`src/hdl/keyframe_channel_sampler_unit_assert.svh`:
```
// Assertion helpers shared by the sampler modules.
`ifndef KEYFRAME_CHANNEL_SAMPLER_UNIT_ASSERT_SVH
`define KEYFRAME_CHANNEL_SAMPLER_UNIT_ASSERT_SVH

// The consequent must hold in the same cycle as the antecedent.
`define KCS_ASSERT_NOW(label, clk, rst_n, ante, cons) \
  label: assert property (@(posedge clk) disable iff (!rst_n) (ante) |-> (cons)) \
    else $error("%m: check failed");

// The consequent must hold in the cycle after the antecedent.
`define KCS_ASSERT_NEXT(label, clk, rst_n, ante, cons) \
  label: assert property (@(posedge clk) disable iff (!rst_n) (ante) |=> (cons)) \
    else $error("%m: check failed");

`endif

```
`src/hdl/kcs_div.sv`:
```
`include "keyframe_channel_sampler_unit_assert.svh"

// Pipelined restoring divider, one quotient bit per stage.
module kcs_div #(
  parameter int DW = 16,
  parameter int VW = 8,
  parameter int SW = 1
) (
  input  logic          clk_i,
  input  logic          rst_ni,
  input  logic          en_i,
  input  logic          valid_i,
  input  logic [DW-1:0] dividend_i,
  input  logic [VW-1:0] divisor_i,
  input  logic [SW-1:0] side_i,
  output logic          valid_o,
  output logic [DW-1:0] quot_o,
  output logic [VW-1:0] rem_o,
  output logic [SW-1:0] side_o
);

  logic          vld_q  [DW];
  logic [DW-1:0] dvd_q  [DW];
  logic [DW-1:0] quo_q  [DW];
  logic [VW-1:0] rem_q  [DW];
  logic [VW-1:0] dvs_q  [DW];
  logic [SW-1:0] side_q [DW];

  for (genvar i = 0; i < DW; i++) begin : g_stage
    logic          vld_in;
    logic [DW-1:0] dvd_in;
    logic [DW-1:0] quo_in;
    logic [VW-1:0] rem_in;
    logic [VW-1:0] dvs_in;
    logic [SW-1:0] side_in;
    logic [VW:0]   trial;
    logic          fits;
    logic [VW-1:0] rem_d;
    logic [DW-1:0] quo_d;

    if (i == 0) begin : g_first
      assign vld_in  = valid_i;
      assign dvd_in  = dividend_i;
      assign quo_in  = '0;
      assign rem_in  = '0;
      assign dvs_in  = divisor_i;
      assign side_in = side_i;
    end else begin : g_next
      assign vld_in  = vld_q[i-1];
      assign dvd_in  = dvd_q[i-1];
      assign quo_in  = quo_q[i-1];
      assign rem_in  = rem_q[i-1];
      assign dvs_in  = dvs_q[i-1];
      assign side_in = side_q[i-1];
    end

    // Bring down the next dividend bit and subtract the divisor if it fits.
    assign trial = {rem_in, dvd_in[DW-1]};
    assign fits  = (trial >= {1'b0, dvs_in});
    assign rem_d = fits ? VW'(trial - {1'b0, dvs_in}) : trial[VW-1:0];
    assign quo_d = {quo_in[DW-2:0], fits};

    always_ff @(posedge clk_i or negedge rst_ni) begin
      if (!rst_ni) begin
        vld_q[i] <= 1'b0;
      end else if (en_i) begin
        vld_q[i] <= vld_in;
      end
    end

    always_ff @(posedge clk_i) begin
      if (en_i) begin
        dvd_q[i]  <= {dvd_in[DW-2:0], 1'b0};
        quo_q[i]  <= quo_d;
        rem_q[i]  <= rem_d;
        dvs_q[i]  <= dvs_in;
        side_q[i] <= side_in;
      end
    end
  end

  assign valid_o = vld_q[DW-1];
  assign quot_o  = quo_q[DW-1];
  assign rem_o   = rem_q[DW-1];
  assign side_o  = side_q[DW-1];

  `KCS_ASSERT_NOW(a_rem_below_divisor, clk_i, rst_ni, vld_q[DW-1] && dvs_q[DW-1] != '0, rem_q[DW-1] < dvs_q[DW-1])

endmodule

```
`config.mk`:
```
export PLATFORM = sky130hd
export DESIGN_NAME = kcs_div
export DESIGN_NICKNAME = d
export VERILOG_FILES = /design/src/hdl/kcs_div.sv
export VERILOG_INCLUDE_DIRS = /design/src /design/src/hdl
export SDC_FILE = /design/constraint.sdc
export NUM_CORES = 1
export LEC_CHECK = 0
export ABC_AREA = 1
export BUFFER_PORTS_ARGS = -buffer_cell sky130_fd_sc_hd__clkbuf_2
export CORE_UTILIZATION = 50
export CTS_CLUSTER_DIAMETER = 200
export CTS_CLUSTER_SIZE = 28
export DETAILED_ROUTE_END_ITERATION = 10
export PLACE_DENSITY_LB_ADDON = 0.2
export RECOVER_POWER = 25
export SKIP_CTS_REPAIR_TIMING = 1
export SYNTH_ARGS = -nofsm -noshare
export SYNTH_HDL_FRONTEND = slang
export SYNTH_SLANG_ARGS = --single-unit
```
`constraint.sdc`:
```
create_clock -name clk_i -period 1.8 [get_ports clk_i]
set_clock_uncertainty 0.2 [all_clocks]
set_input_delay 0.36 -clock clk_i [delete_from_list [all_inputs] [get_ports clk_i]]
set_output_delay 0.36 -clock clk_i [all_outputs]
set_load 0.005 [all_outputs]
```
==> impl_summary.log <==
[metrics] internal portion of total power: 30.7 mW
[metrics] maximum number of pins on one net before global-route repair: 65
[metrics] depth of the CTS H-tree: 1
[metrics] Place WS: -0.346 ns
[metrics] gate count of the mapped netlist: 2246
[metrics] share of layout cells above drive strength 1: 43.9%
[metrics] worst r2r dst: rem_q[1][6]$_DFFE_PP_
[metrics] Bufs on Longest Clock Path: 3
[metrics] number of max-cap violations: 0
[metrics] Layout fillers: 3386
[metrics] wire length of the first global-routing pass: 77300 um
[metrics] Synth Net Count: 2412
[metrics] count of cell types in the netlist: 31
[metrics] initial core utilization: 50.8%
[metrics] number of buffers created by CTS: 23
[metrics] startpoint of the lowest-slack register-to-register path: dvs_q[1][6]$_DFFE_PP_
[metrics] Slew HR: 43.3%
[metrics] Die Y: 225 um
[metrics] endpoints failing setup: 135
[metrics] most frequent cells after synthesis: sky130_fd_sc_hd__nand2_1 (657), sky130_fd_sc_hd__edfxtp_1 (520), sky130_fd_sc_hd__inv_1 (355)
[metrics] Post-Synth Simple-Gate Area: 18.7%
[metrics] minimum setup slack among reg-to-reg paths: -0.26 ns
[metrics] RSZ-0062 raised after global routing: true
[metrics] PnR Total Power: 47.8 mW
[metrics] sequential power share: 37.6%
[metrics] placed cells: 3399
[metrics] slew at the pin closest to its max-slew limit: 0.850 ns
[metrics] Power Density: 1370 nW/um2
[metrics] number of detailed-route iterations in the first pass: 5
[metrics] cells taking the most area after synthesis: sky130_fd_sc_hd__edfxtp_1 (63%), sky130_fd_sc_hd__nand2_1 (9.9%), sky130_fd_sc_hd__ha_1 (6.1%), sky130_fd_sc_hd__inv_1 (5.4%), sky130_fd_sc_hd__nand3_1 (4.5%)
[metrics] worst r2r path cells: 10
[metrics] cell at the root of the clock tree: sky130_fd_sc_hd__clkbuf_16
[metrics] sum of overflow across all layers after global routing: 0
[metrics] category of the critical setup timing path: flop to flop
[metrics] count of routing violations after the opening detailed-route iteration: 922
[metrics] core outline area: 49000 um2
[metrics] worst-case hold slack: 0.0442 ns
[metrics] number of antenna violations at the first check in global routing: 0
[metrics] startpoint kind of the worst setup timing path: flop
[metrics] maximum vdd ir drop: 1.01 mV
[metrics] origin of the worst min-delay path: divisor_i[0]
[metrics] antenna cells: 0
[metrics] outcome: finished with violations
[metrics] type of the worst min-delay path: primary input to flop
[metrics] nature of the critical path endpoint: flop
[metrics] number of routed nets with antenna violations: 0
[metrics] LEAKAGE: 15.4 nW
[metrics] data required time at the worst endpoint: 1.97 ns
[metrics] number of enable-type register cells in the synthesized netlist: 520
[metrics] Final Net Count: 3161
[metrics] Routed Wire Length: 54400 um
[metrics] routed len/inst: 14.8 um
[metrics] post-synthesis xor/xnor area fraction: 1.62%
[metrics] final standard cell count with taps included and fillers excluded: 3668
[metrics] final hold vios: 0
[metrics] post-CTS clock slew at the launch and capture registers of the worst setup and hold paths: 0.12 ns
[metrics] min cycle time layout: 2.06 ns
[metrics] Switching Fraction: 35.8%
[metrics] cell type with the largest total area after synthesis: sky130_fd_sc_hd__edfxtp_1
[metrics] gp weighted congestion: 0.866
[metrics] number of stages on the worst hold path: 3
[metrics] clock network fraction of design power: 12.7%
[metrics] fraction of registers with async set/reset: 2.99%
[metrics] net switching power of the design: 17.1 mW
[metrics] GRT Total Usage: 18.8%
[metrics] area grow syn2layout: 40.3%
[metrics] number of pins with negative max-slew slack in the final report: 0
[metrics] share of synthesized cell area in full adder, half adder and majority cells: 7.35%
[metrics] sequential share of the synthesized area: 64.5%
[metrics] worst path arrival time: 2.23 ns
[metrics] mux share of post-synthesis cell area: 0.0907%
[metrics] Max Fclk: 485 MHz
[metrics] Sink Count: 536
[metrics] combinational group share of total power: 49.6%
[metrics] routed vias/inst: 4.91
[metrics] source-to-sink clock delay at the later pin of the worst-skew pair: 0.59 ns
[metrics] violations in the final reports: setup timing
[metrics] area of the die: 50600 um2
[metrics] final routed DRC violation total: 0
[metrics] top-level I/O count: 55
[metrics] DP HPWL: 35300 um
[metrics] Port Buffer Count: 54
[metrics] Most used DFF post-synth: sky130_fd_sc_hd__edfxtp_1
[metrics] Yosys top cell area share: 62.9%
[metrics] DIE WIDTH: 225 um
[metrics] synth warn: 0
[metrics] final total negative setup slack: -23.52 ns
[metrics] fraction of the mapped netlist area in compound gates: 1.61%
[metrics] Endpoint, Worst Hold: rem_q[0][0]$_DFFE_PP_
[metrics] Via Count: 18.0k
[metrics] number of global-route vias before repair: 16.2k
[metrics] number of synthesized register bits: 536
[metrics] synthesized cell area: 24800 um2
[metrics] period utilisation layout: 115%
[metrics] maximum fanout along the worst path: 6
[metrics] largest family of logic cells by synthesized area: simple AND/OR/NAND/NOR gates
[metrics] setup slack of the critical path after layout: -0.262 ns
[metrics] Cell Rows: 81
[metrics] mean post-synth cell area: 11.1 um2
[metrics] top-count cell post-synth: sky130_fd_sc_hd__nand2_1
[metrics] clock tree from TritonCTS: yes
critical path, cell delays in order (launching register included):
cell	delay, ns
sky130_fd_sc_hd__edfxtp_1	0.43
sky130_fd_sc_hd__inv_2	0.09
sky130_fd_sc_hd__ha_4	0.21
sky130_fd_sc_hd__nand2_2	0.07
sky130_fd_sc_hd__nand2_2	0.07
sky130_fd_sc_hd__nand2_2	0.08
sky130_fd_sc_hd__nand2_2	0.07
sky130_fd_sc_hd__a21oi_4	0.29
sky130_fd_sc_hd__nand2_2	0.16
sky130_fd_sc_hd__nand2_1	0.09
sky130_fd_sc_hd__nand2_1	0.06
metrics by stage:
stage	util [%]	area, um2
final	71.2	34900
after floorplan	-	25200
after global routing	71.2	34900
after detailed placement	60.7	29700
after global placement	60.7	29700
after CTS	62.0	30300
worst max path at each step:
stage | startpoint | to | depth (start not counted)
final | dvs_q[1][6]$_DFFE_PP_ | rem_q[1][6]$_DFFE_PP_ | 10
after global routing | dvs_q[3][0]$_DFFE_PP_ | rem_q[2][7]$_DFFE_PP_ | 9
after CTS | rem_q[6][5]$_DFFE_PP_ | rem_q[6][8]$_DFFE_PP_ | 8
after detailed placement | rem_q[6][5]$_DFFE_PP_ | rem_q[6][8]$_DFFE_PP_ | 8
after global placement | rem_q[6][5]$_DFFE_PP_ | rem_q[6][8]$_DFFE_PP_ | 8
after floorplan | rem_q[1][9]$_DFFE_PP_ | rem_q[2][3]$_DFFE_PP_ | 10
routing by layer:
metal / GRT usage (%) / wire length, um / share of wire [%]
met1: 24.6 / 23500 / 43
met2: 33.5 / 28300 / 52
met3: 2.07 / 1500 / 2.8
met4: 4.26 / 1110 / 2.0
met5: 0 / 0 / 0
state kept, by name, indices dropped and copies added (netlist names):
register and count:
dvs_q 120, quo_q 136, valid_o 1, g_stage.vld_in 15, rem_q 128, side_q 16, dvd_q 120
power groups by stage:
stage	logic [mW]	clock network, mW	registers (mW)
2_1_floorplan	10.3	0	17.5
3_3_place_gp	16.5	0	17.9
3_5_place_dp	16.8	0	17.9
4_1_cts	16.9	6.33	17.7
5_1_grt	26.1	6.68	18.2
6_report	23.7	6.09	18.0
kinds of logic after synthesis:
kind of cell / Yosys count
AND/OR/NAND/NOR: 1072
multiplexers: 2
flip-flops: 536
buffers and inverters: 376
adder cells (fa/ha/maj): 137
XOR/XNOR: 46
AO/OA/AOI/OAI: 77
cells in the final DEF, fill, tap and decap left out, drive strengths merged, types with 70 or more instances in the layout:
cell	instances
ha	122
a21oi	70
edfxtp	520
nand2	712
clkbuf	85
buf	631
inv	357
nor2	108
nand3	221
layout make-up:
class,instances,area (um2),share of cell area (%)
clock buffers,32,609,1.75
clock inverters,2,38.8,0.111
inverters,356,1350,3.87
flip-flops and latches,536,16000,45.9
repair buffers,713,5650,16.2
well taps,664,831,2.38
multi-input cells,1365,10400,29.7
Note: power is estimated with default switching activity, not from simulation.
